<file path="src/float_delta_encoder_assert.svh">
// ----------------------------------------------------------------------------
// Assertion macros
// Shared property forms for the delta encoder checks.
// ----------------------------------------------------------------------------
`ifndef FLOAT_DELTA_ENCODER_ASSERT_SVH
`define FLOAT_DELTA_ENCODER_ASSERT_SVH

// same-cycle implication, disabled during reset
`define FDE_ASSERT_NOW(label, clk, rst_n, ante, cons) \
    label: assert property (@(posedge clk) disable iff (!rst_n) (ante) |-> (cons)) \
        else $error("delta encoder check failed");

// next-cycle implication, disabled during reset
`define FDE_ASSERT_NEXT(label, clk, rst_n, ante, cons) \
    label: assert property (@(posedge clk) disable iff (!rst_n) (ante) |=> (cons)) \
        else $error("delta encoder check failed");

`endif

</file>
<file path="src/fde_pkg.sv">
// ----------------------------------------------------------------------------
// fde_pkg
// Codes and constants of the float delta encoder.
// ----------------------------------------------------------------------------
package fde_pkg;

    localparam int CFG_IDX_W = 8;

    // configuration register indexes
    typedef enum logic [CFG_IDX_W-1:0] {
        CFG_FILTER_ENABLE    = 8'd0,
        CFG_FILTER_THRESHOLD = 8'd1,
        CFG_GROUP_NORM_EN    = 8'd2,
        CFG_GROUP_NORM_EXP   = 8'd3
    } t_cfg_idx;

    // result case codes
    typedef enum logic [1:0] {
        CASE_EQUAL    = 2'd0,
        CASE_MZERO    = 2'd1,
        CASE_FILTERED = 2'd2,
        CASE_ENCODED  = 2'd3
    } t_case;

    localparam logic [10:0] EXP_MAX   = 11'h7FF;
    localparam logic [12:0] EXP_BIAS  = 13'd1023;
    localparam logic [63:0] SIGN_WORD = 64'h8000_0000_0000_0000;

endpackage

</file>
<file path="src/float_delta_encoder.sv">
// ----------------------------------------------------------------------------
// float_delta_encoder
// Double-precision minuend minus subtrahend, packed into a delta word.
// ----------------------------------------------------------------------------
// Throughput: one beat per cycle; the seven-register pipeline (input, unpack,
// align and add, leading-zero count, normalize and round, filter, pack and
// output) takes a new pair every cycle and holds all stages while the output stalls.
// Reset: synchronous active-low; clears valid bits and configuration.
module float_delta_encoder (
    input  logic                          i_clk,
    input  logic                          i_rst_n,
    input  logic                          i_in_valid,
    output logic                          o_in_stall,
    input  logic [63:0]                   i_subtrahend_bits,
    input  logic [63:0]                   i_minuend_bits,
    output logic                          o_out_valid,
    input  logic                          i_out_stall,
    output logic [63:0]                   o_delta_bits,
    output logic [1:0]                    o_case_code,
    input  logic                          i_cfg_valid,
    output logic                          o_cfg_ready,
    input  logic [fde_pkg::CFG_IDX_W-1:0] i_cfg_index,
    input  logic [63:0]                   i_cfg_data
);
    import fde_pkg::*;

`include "float_delta_encoder_assert.svh"

    // configuration
    logic        r_filter_en;
    logic [63:0] r_threshold;
    logic        r_group_en;
    logic [11:0] r_group_exp;

    logic en;

    // stage 0: input registers
    logic        r0_v;
    logic [63:0] r0_s, r0_m;

    // stage 1: unpack and swap
    logic        r1_v, r1_spec, r1_sign, r1_sub;
    t_case       r1_code;
    logic [63:0] r1_spec_bits;
    logic [10:0] r1_ex, r1_diff, r1_mexp;
    logic [52:0] r1_mx, r1_my;

    // stage 2: aligned sum
    logic        r2_v, r2_spec, r2_sign;
    t_case       r2_code;
    logic [63:0] r2_spec_bits;
    logic [10:0] r2_ex, r2_mexp;
    logic [56:0] r2_sum;

    // stage 3: normalize amount
    logic        r3_v, r3_spec, r3_sign, r3_zero;
    t_case       r3_code;
    logic [63:0] r3_spec_bits;
    logic [10:0] r3_ex, r3_mexp;
    logic [56:0] r3_sum;
    logic [5:0]  r3_sh;

    // stage 4: rounded difference
    logic        r4_v;
    t_case       r4_code;
    logic [63:0] r4_d;
    logic [10:0] r4_mexp;

    // stage 5: filter and gap
    logic        r5_v, r5_wider;
    t_case       r5_code;
    logic [63:0] r5_d;
    logic [12:0] r5_k;
    logic [10:0] r5_exf;

    // output
    logic        r_out_v;
    t_case       r_out_code;
    logic [63:0] r_out_delta;

    // advance the whole pipeline unless the output beat is held
    assign en          = !r_out_v || !i_out_stall;
    assign o_in_stall  = !en;
    assign o_cfg_ready = 1'b1;

    // configuration writes
    always_ff @(posedge i_clk) begin
        if (!i_rst_n) begin
            r_filter_en <= 1'b0;
            r_threshold <= '0;
            r_group_en  <= 1'b0;
            r_group_exp <= '0;
        end else if (i_cfg_valid) begin
            unique case (i_cfg_index)
                CFG_FILTER_ENABLE:    r_filter_en <= i_cfg_data[0];
                CFG_FILTER_THRESHOLD: r_threshold <= i_cfg_data;
                CFG_GROUP_NORM_EN:    r_group_en  <= i_cfg_data[0];
                CFG_GROUP_NORM_EXP:   r_group_exp <= i_cfg_data[11:0];
                default: ;
            endcase
        end
    end

    // stage 1 logic: classify, pick larger magnitude, exponent gap
    logic [10:0] s_exp, m_exp, x_exp, y_exp, x_eff, y_eff;
    logic [51:0] s_frac, m_frac, x_frac, y_frac;
    logic        s_nan, m_nan, s_inf, m_inf, s_zero, m_zero, eq, swap;
    t_case       n1_code;
    logic [63:0] n1_spec_bits;

    always_comb begin
        s_exp  = r0_s[62:52];
        m_exp  = r0_m[62:52];
        s_frac = r0_s[51:0];
        m_frac = r0_m[51:0];
        s_nan  = (s_exp == EXP_MAX) && (s_frac != '0);
        m_nan  = (m_exp == EXP_MAX) && (m_frac != '0);
        s_inf  = (s_exp == EXP_MAX) && (s_frac == '0);
        m_inf  = (m_exp == EXP_MAX) && (m_frac == '0);
        s_zero = (r0_s[62:0] == '0);
        m_zero = (r0_m[62:0] == '0);
        eq     = !s_nan && !m_nan && ((r0_s == r0_m) || (s_zero && m_zero));
        if (eq) begin
            n1_code = CASE_EQUAL;
        end else if (m_zero) begin
            n1_code = CASE_MZERO;
        end else begin
            n1_code = CASE_ENCODED;
        end
        // special difference: quieted NaN operand or the infinite operand
        if (m_nan) begin
            n1_spec_bits = r0_m | 64'h0008_0000_0000_0000;
        end else if (s_nan) begin
            n1_spec_bits = r0_s | 64'h0008_0000_0000_0000;
        end else if (m_inf) begin
            n1_spec_bits = r0_m;
        end else begin
            n1_spec_bits = {~r0_s[63], r0_s[62:0]};
        end
        swap   = r0_s[62:0] > r0_m[62:0];
        x_exp  = swap ? s_exp : m_exp;
        y_exp  = swap ? m_exp : s_exp;
        x_frac = swap ? s_frac : m_frac;
        y_frac = swap ? m_frac : s_frac;
        x_eff  = (x_exp == '0) ? 11'd1 : x_exp;
        y_eff  = (y_exp == '0) ? 11'd1 : y_exp;
    end

    // stage 2 logic: align smaller operand with sticky, add or subtract
    logic [111:0] wide;
    logic [55:0]  y_al;
    logic         sticky;

    always_comb begin
        wide = {r1_my, 3'b000, 56'd0} >> r1_diff;
        if (r1_diff >= 11'd56) begin
            y_al = {55'd0, |r1_my};
        end else begin
            sticky = |wide[55:0];
            y_al   = {wide[111:57], wide[56] | sticky};
        end
        sticky = |wide[55:0];
    end

    // stage 3 logic: leading-zero count, clamped for subnormal results
    logic [5:0]  lz;
    logic [10:0] ex_m1;
    logic [5:0]  n3_sh;

    always_comb begin
        lz = 6'd56;
        for (int i = 0; i < 56; i++) begin
            if (r2_sum[i]) begin
                lz = 6'(55 - i);
            end
        end
        ex_m1 = r2_ex - 11'd1;
        if ({5'd0, lz} > ex_m1) begin
            n3_sh = ex_m1[5:0];
        end else begin
            n3_sh = lz;
        end
    end

    // stage 4 logic: normalize and round to nearest even
    logic [55:0] nrm;
    logic [11:0] e_res;
    logic        inc;
    logic [62:0] mag;
    logic [63:0] n4_d;

    always_comb begin
        if (r3_sum[56]) begin
            nrm   = {r3_sum[56:2], r3_sum[1] | r3_sum[0]};
            e_res = {1'b0, r3_ex} + 12'd1;
        end else begin
            nrm   = r3_sum[55:0] << r3_sh;
            e_res = nrm[55] ? ({1'b0, r3_ex} - {6'd0, r3_sh}) : 12'd0;
        end
        inc = nrm[2] && (nrm[1] || nrm[0] || nrm[3]);
        mag = {e_res[10:0], nrm[54:3]} + {62'd0, inc};
        if (r3_spec) begin
            n4_d = r3_spec_bits;
        end else if (r3_zero) begin
            n4_d = '0;
        end else if (e_res >= {1'b0, EXP_MAX}) begin
            n4_d = {r3_sign, EXP_MAX, 52'd0};
        end else begin
            n4_d = {r3_sign, mag};
        end
    end

    // stage 5 logic: threshold filter, exponent gap and shift count
    logic        d_nan, t_nan, filt;
    logic [12:0] em, em_b;
    logic [13:0] gap, gap_abs;
    t_case       n5_code;

    always_comb begin
        d_nan = (r4_d[62:52] == EXP_MAX) && (r4_d[51:0] != '0);
        t_nan = (r_threshold[62:52] == EXP_MAX) && (r_threshold[51:0] != '0);
        filt  = r_filter_en && !d_nan && !t_nan && !r_threshold[63]
                && (r4_d[62:0] < r_threshold[62:0]);
        n5_code = (r4_code == CASE_ENCODED && filt) ? CASE_FILTERED : r4_code;
        if (r_group_en) begin
            em = {r_group_exp[11], r_group_exp};
        end else begin
            em = {2'b00, r4_mexp} - EXP_BIAS;
        end
        em_b    = em + EXP_BIAS;
        gap     = {3'b000, r4_d[62:52]} - {1'b0, EXP_BIAS} - {em[12], em};
        gap_abs = gap[13] ? (14'd0 - gap) : gap;
    end

    // output logic: shifted fraction with marker and sign-of-gap bits
    logic [51:0] frac;
    logic [63:0] word;
    logic [63:0] n_delta;

    always_comb begin
        frac = (r5_k >= 13'd64) ? 52'd0 : (r5_d[51:0] >> r5_k[5:0]);
        if (r5_k <= 13'd53) begin
            frac = frac | (52'd1 << (6'd53 - r5_k[5:0]));
        end
        if (r5_wider && r5_k <= 13'd52) begin
            frac = frac | (52'd1 << (6'd52 - r5_k[5:0]));
        end
        word = {r5_d[63], r5_exf, frac};
        case (r5_code)
            CASE_EQUAL:    n_delta = '0;
            CASE_MZERO:    n_delta = SIGN_WORD;
            CASE_FILTERED: n_delta = '0;
            default:       n_delta = word;
        endcase
    end

    // valid bits travel with the data
    always_ff @(posedge i_clk) begin
        if (!i_rst_n) begin
            r0_v    <= 1'b0;
            r1_v    <= 1'b0;
            r2_v    <= 1'b0;
            r3_v    <= 1'b0;
            r4_v    <= 1'b0;
            r5_v    <= 1'b0;
            r_out_v <= 1'b0;
        end else if (en) begin
            r0_v    <= i_in_valid;
            r1_v    <= r0_v;
            r2_v    <= r1_v;
            r3_v    <= r2_v;
            r4_v    <= r3_v;
            r5_v    <= r4_v;
            r_out_v <= r5_v;
        end
    end

    // payload registers, held while the output stalls
    always_ff @(posedge i_clk) begin
        if (en) begin
            r0_s <= i_subtrahend_bits;
            r0_m <= i_minuend_bits;

            r1_code      <= n1_code;
            r1_spec      <= s_nan || m_nan || s_inf || m_inf;
            r1_spec_bits <= n1_spec_bits;
            r1_sign      <= swap ? ~r0_s[63] : r0_m[63];
            r1_sub       <= (r0_m[63] == r0_s[63]);
            r1_ex        <= x_eff;
            r1_diff      <= x_eff - y_eff;
            r1_mx        <= {x_exp != '0, x_frac};
            r1_my        <= {y_exp != '0, y_frac};
            r1_mexp      <= m_exp;

            r2_code      <= r1_code;
            r2_spec      <= r1_spec;
            r2_spec_bits <= r1_spec_bits;
            r2_sign      <= r1_sign;
            r2_ex        <= r1_ex;
            r2_mexp      <= r1_mexp;
            r2_sum       <= r1_sub ? ({1'b0, r1_mx, 3'b000} - {1'b0, y_al})
                                   : ({1'b0, r1_mx, 3'b000} + {1'b0, y_al});

            r3_code      <= r2_code;
            r3_spec      <= r2_spec;
            r3_spec_bits <= r2_spec_bits;
            r3_sign      <= r2_sign;
            r3_zero      <= (r2_sum == '0);
            r3_ex        <= r2_ex;
            r3_mexp      <= r2_mexp;
            r3_sum       <= r2_sum;
            r3_sh        <= n3_sh;

            r4_code <= r3_code;
            r4_d    <= n4_d;
            r4_mexp <= r3_mexp;

            r5_code  <= n5_code;
            r5_d     <= r4_d;
            r5_wider <= !gap[13] && (gap != '0);
            r5_k     <= gap_abs[12:0] + 13'd2;
            r5_exf   <= em_b[10:0];

            r_out_code  <= r5_code;
            r_out_delta <= n_delta;
        end
    end

    assign o_out_valid  = r_out_v;
    assign o_delta_bits = r_out_delta;
    assign o_case_code  = r_out_code;

    // checks
    `FDE_ASSERT_NOW(a_stall_only_when_held, i_clk, i_rst_n, o_in_stall,
        o_out_valid && i_out_stall)
    `FDE_ASSERT_NEXT(a_freeze_holds_pipe, i_clk, i_rst_n, !en,
        $stable(r5_v) && $stable(r4_v) && $stable(r0_v))
    `FDE_ASSERT_NOW(a_zero_codes, i_clk, i_rst_n,
        o_out_valid && (o_case_code == CASE_EQUAL || o_case_code == CASE_FILTERED),
        o_delta_bits == '0)

endmodule

</file>
<file path="config.mk">
export PLATFORM = sky130hd
export DESIGN_NAME = float_delta_encoder
export DESIGN_NICKNAME = d
export VERILOG_FILES = /design/src/fde_pkg.sv /design/src/float_delta_encoder.sv
export VERILOG_INCLUDE_DIRS = /design/src /design/src/src
export SDC_FILE = /design/constraint.sdc
export NUM_CORES = 2
export LEC_CHECK = 0
export ABC_CLOCK_PERIOD_IN_PS = 40000
export BUFFER_PORTS_ARGS = -buffer_cell sky130_fd_sc_hd__buf_2
export CELL_PAD_IN_SITES_DETAIL_PLACEMENT = 1
export CELL_PAD_IN_SITES_GLOBAL_PLACEMENT = 1
export CORE_MARGIN = 3
export CORE_UTILIZATION = 49
export CTS_CLUSTER_SIZE = 8
export DETAILED_ROUTE_END_ITERATION = 10
export GPL_ROUTABILITY_DRIVEN = 1
export PLACE_DENSITY_LB_ADDON = 0.1
export SYNTH_ARGS = -nofsm -noshare
export SYNTH_HDL_FRONTEND = slang
export SYNTH_SLANG_ARGS = --single-unit
</file>
<file path="constraint.sdc">
create_clock -name i_clk -period 40 [get_ports i_clk]
set_clock_uncertainty 0.15 [all_clocks]
set_input_delay 2 -clock i_clk [delete_from_list [all_inputs] [get_ports i_clk]]
set_output_delay 2 -clock i_clk [all_outputs]
set_load 0.03 [all_outputs]
</file>
# --- Yosys cells after proc, flatten, opt, wreduce, memory -nomap -nowiden ---
# Index checks and enable logic that the tools add are counted.
totals:
  register_bits: 956
  latchBits: 0
  ramBits: 0
  romBits: 0
  input_bits: 205
  out_inout_bits: 69
  wordCells: 234
  n_memories: 0
op_classes:
  add_sub_neg: 15
  multipliers: 0
  div_mod_pow: 0
  n_lt_le_gt_ge: 8
  eq_ne: 12
  n_shift: 5
  muxes: 82
  n_bitwise: 5
  n_reduce_logical: 57
op_table:
  columns: ["cell", "n"]
  rows:
  - ["$mux W6", 56]
  - ["$mux W64", 5]
  - ["$mux W52", 5]
  - ["$reduce_bool A52 Y1", 4]
  - ["$pmux W64 S2", 1]
  - ["$logic_not A63 Y1", 2]
  - ["$shr A112 B11 Y112", 1]
  - ["$logic_not A52 Y1", 2]
  - ["$or A52 B52 Y52", 2]
  - ["$shl A1 B6 Y52 const A", 2]
  - ["$eq A64 B64 Y1", 1]
  - ["$add A63 B1 Y63", 1]
  - ["$gt A63 B63 Y1", 1]
  - ["$lt A63 B63 Y1", 1]
  - ["$mux W63", 1]
  - ["$add A56 B56 Y57", 1]
  - ["$logic_not A57 Y1", 1]
  - ["$mux W57", 1]
  - ["$sub A56 B56 Y57", 1]
  - ["$mux W56", 1]
  - ["$reduce_or A56 Y1", 1]
  - ["$shl A56 B6 Y56", 1]
  - ["$mux W55", 1]
  - ["$reduce_or A53 Y1", 1]
  - ["40 further kinds", 90]

# --- Depth between registers and ports, before layout ---
depth:
  ltp_word: 58
  depth_mapped: 31

# --- Least setup slack after synthesis ---
# No wires, ideal clock.
synth_timing:
  path_type: "input -> output"
  startpoint: "input port i_out_stall"
  endpoint: "output port o_in_stall"
  arrival_ps: 27915
  required_time_ps: 37850
  setup_slack_ps: 9935
  stages: 2
  path_cell_list: "nand2_1 clkinv_1"
synth_between:
  elab_chain_cells: 3
synth_rtl:
  columns: ["element", "line", "rtl"]
  rows:
  - ["start, declared", "float_delta_encoder.sv:17", "input logic i_out_stall,"]
  - ["$logic_not A1 Y1", "float_delta_encoder.sv:82", "assign en = !r_out_v || !i_out_stall;"]
  - ["$logic_or A1 B1 Y1", "float_delta_encoder.sv:82", null]
  - ["$logic_not A1 Y1", "float_delta_encoder.sv:83", "assign o_in_stall = !en;"]
  - ["end, declared", "float_delta_encoder.sv:13", "output logic o_in_stall,"]
# Every way passes these cells.

# --- Worst setup path in the final report ---
layout_timing:
  startpoint: "register r1_diff[2]"
  endpoint: "register r2_sum[52] (data pin)"
layout_between:
  elab_chain_cells: 6
  elab_cells_between_ends: 8
  cone_classes: "add/sub: 2; order compare: 1; shift: 1; mux: 2; bitwise: 1; reduce/logical: 1"
layout_rtl:
  columns: ["element", "line", "rtl"]
  rows:
  - ["start, declared", "float_delta_encoder.sv:45", "logic [10:0] r1_ex, r1_diff, r1_mexp;"]
  - ["start signal, assigned", "float_delta_encoder.sv:290", "r1_diff <= x_eff - y_eff;"]
  - ["$shr A112 B11 Y112", "float_delta_encoder.sv:155", "wide = {r1_my, 3'b000, 56'd0} >> r1_diff;"]
  - ["$reduce_or A56 Y1", null, null]
  - ["$or A1 B1 Y1", "float_delta_encoder.sv:160", "y_al = {wide[111:57], wide[56] | sticky};"]
  - ["$mux W56 (*)", "float_delta_encoder.sv:156", "if (r1_diff >= 11'd56) begin"]
  - ["$add A56 B56 Y57 / $sub A56 B56 Y57 (equally long branches)", "float_delta_encoder.sv:302, float_delta_encoder.sv:301", null]
  - ["$mux W57 (*)", "float_delta_encoder.sv:301", "r2_sum <= r1_sub ? ({1'b0, r1_mx, 3'b000} - {1'b0, y_al})"]
  - ["end signal, assigned", "float_delta_encoder.sv:301", null]
  - ["end, declared", "float_delta_encoder.sv:53", "logic [56:0] r2_sum;"]
# Mark *: on every way between the ends. The rest lies on a longest branch, timed or not.
# A chain may end at the register's enable or synchronous reset.

==> flow_summary.toml <==
[run_status]
status = "finished, final reports clean"

[yosys]
yosysWarnings = 0
synthFlopType = "edfxtp_1"
ys_ff_latch = 945
yosys.area.top_type = "edfxtp_1"
netlist_top_cells_count = "edfxtp_1, nand2_1, nor2_1"
syn_area_per_cell_um2 = 10.7
syn-num-nets = 6018
async_reset_ff_share_pct = 0
synth.most_common_cell = "edfxtp_1"
yosysTopAreaCellShare_pct = 43.5
synth_edf_count = 860
ys_seq_area_share_pct = 46.4
syn-cell-area_um2 = 59300
synthTopCellsByArea = "edfxtp_1, mux4_2, ha_1, nand2_1, mux2_2"
synth_cells = 5530
synth.distinct_cells = 109

[cts]
numCtsBuffers = 138
clkLatencyLatePin_ns = 0.78
cts_hold_buffers = 0
clk_pin_slew_worst_paths_ns = 0.05
ctsResizeCount = 0
clock_path_buffers = 3
cts_tree = "built"
root_buffer = "clkbuf_16"
cts_setup_buffers = 0
htreeDepth = 4
cts_sinks = 945

[routing]
antenna_left = 0
drt_iter0_markers = 4943
viasPerCell = 6.49
vias = 48100
drc = 0
routed_wl_um = 230000
drt_pass1_iterations = 7
wl_per_cell_um = 31.0

[sta]
rsz0062_at_grt = "no"
worst_slack_ns = 31.48
min_period_ns = 8.52
finalSetupTns_ns = 0
setup_viol_count_final = 0
fmax_ghz = 0.117
final-hold-violation-count = 0
post-route-period-util_pct = 21.3
drv_slew = 0
relSlewSlack_pct = 2.54
worstMarginPinSlew_ns = 1.45

[floorplan]
die_area_um2 = 125000
start_util_pct = 49.4
fp.coreArea_um2 = 120000
pin_count = 274
die_w_um = 354
die_y_um = 354
rows = 127

[pwr]
vdd.ir_drop.worst_mv = 0.0604
p_per_area_nw_per_um2 = 63.3
leakage_nw = 25.6

[global_routing]
grt_pass1_vias = 49300
antenna_found_initial = 9
grt_usage_pct = 36.1
grt_max_degree = 196
grt_overflow_total = 0
grt_first_pass_wirelength_um = 335000

[placed_design]
pre_cts_ws_ns = 31.77
port_buffers = 272
placed_area_um2 = 62100
gp_congestion = 0.998
place_hpwl_um = 174000

[finish]
seq_area_um2 = 27500
syn2layout_area_growth_pct = 11.4
drive_gt1_share_pct = 15.9
nFillCells = 12800
multiInputGateArea_um2 = 29500
final_nets = 6218
final_area_um2 = 66100

[worst_setup_path]
crit_type = "register to register"
required_ns = 40.36
setup.worst_path.end_class = "register"
arrival_ns = 8.88
crit_path_start = "r1_diff[2]$_DFFE_PN_"
crit_fanout = 79
reg2reg_from = "r1_diff[2]$_DFFE_PN_"
cp-start-kind = "register"

[min_path]
hp-class = "register to register"
holdCritStartpoint = "r2_spec_bits[52]$_DFFE_PN_"

[run]
cap_violations = 0
layout make-up:
type                            instances  area share [%]
Multi-Input combinational cell       3990            44.6
Sequential cell                       945            41.7
Clock buffer                          182            5.52
Tap cell                             1612            3.05
Timing Repair Buffer                  346            2.94
Inverter                              309            1.76
Clock inverter                         18           0.460
Antenna cell                            6          0.0227
stage by stage:
stage	hold slack, ns	power (mW)	util (%)	instances
floorplan	0.250	2.46	-	5530
global placement	0.251	3.03	51.8	7201
detailed placement	0.256	3.07	51.8	7201
CTS	0.250	4.16	55.1	7401
global route	0.249	4.36	55.1	7403
finish	0.255	4.18	55.1	7408
flip-flops by register name, indices dropped and copies added, names as in the netlist, 57 cells and up:
signal	cells
o_delta_bits	64
r0_m	64
r0_s	64
r1_spec_bits	64
r2_spec_bits	64
r3_spec_bits	64
r4_d	64
r_threshold	64
r2_sum	57
r3_sum	57
metal layers:
layer | GRT usage [%] | part of all wire (%)
met5 | 0 | 0.0057
met4 | 21.9 | 7.1
met3 | 5.43 | 6.3
met2 | 60.8 | 48
met1 | 43.9 | 38
power by group:
part	internal (mW)	leakage (nW)	switching, mW
Sequential	1.27	9.88	0.220
Combinational	0.608	13.9	1.01
Clock	0.637	1.90	0.443
path summary, 6_finish.rpt:
| path | end | slack [ns] | depth (start not counted) |
|---|---|---|---|
| worst max-delay path | r2_sum[52]$_DFFE_PN_ | 31.48 | 26 |
| worst min-delay path | r3_spec_bits[52]$_DFFE_PN_ | 0.26 | 0 |
| worst max register to register | r2_sum[52]$_DFFE_PN_ | 31.48 | 26 |
| worst min register to register | r3_spec_bits[52]$_DFFE_PN_ | 0.26 | 0 |
cell usage in the layout, fill, tap and decap left out, types with 20 or more instances in the layout:
master and count:
nor3_1 102, and2_1 31, nand2b_1 66, buf_2 272
mux2_2 166, nor4_1 108, xnor2_1 120, o211ai_1 20
or3_1 29, a21o_1 79, a222oi_1 22, a31oi_1 37
clkbuf_16 139, mux4_2 159, mux2i_1 156, o21a_1 29
nor2b_1 66, a21oi_1 311, or2_2 31, ha_1 279
o21bai_1 41, o31ai_1 29, a22oi_1 37, a21boi_0 78
o21ai_0 305, nand4_1 78, xor2_1 73, and3_1 48
o22ai_1 45, buf_4 71, nor2_1 365, mux4_1 23
clkbuf_1 42, inv_1 298, nand3_1 91, edfxtp_1 860
dfxtp_1 85, a211oi_1 39, nand2_1 654, a22o_1 21
logic make-up (layout without fill, tap and decap cells):
family                   Yosys count  count (layout)  synth area share, %
XOR/XNOR                         193             193                 2.85
buffers and inverters            595             855                 4.06
multiplexers                     504             504                 12.8
AND/OR/NAND/NOR                 1736            1736                 13.9
adder cells (fa/ha/maj)          283             283                 6.02
other                              1               7              0.00632
AO/OA/AOI/OAI                   1273            1273                 13.9
flip-flops                       945             945                 46.4
critical path: stages (launching register included):
cell and delay, ns:
edfxtp_1 0.36, buf_4 0.42, buf_4 0.85, mux2i_1 0.35
a222oi_1 0.50, nand2_1 0.22, o21ai_0 0.51, nor2_1 0.09
a211oi_1 0.24, a31oi_1 0.11, ha_1 0.45, or3_1 0.41
nor3_1 0.31, nand2_1 0.14, or3_1 0.34, o2111ai_1 0.22
o31ai_1 0.12, buf_4 0.18, o211ai_1 0.33, a31oi_1 0.19
a221oi_1 0.36, a21o_1 0.17, a21oi_1 0.08, o31ai_1 0.49
a21oi_1 0.14, o311ai_0 0.37, xnor2_1 0.11
(Power assumes the default switching activity.)
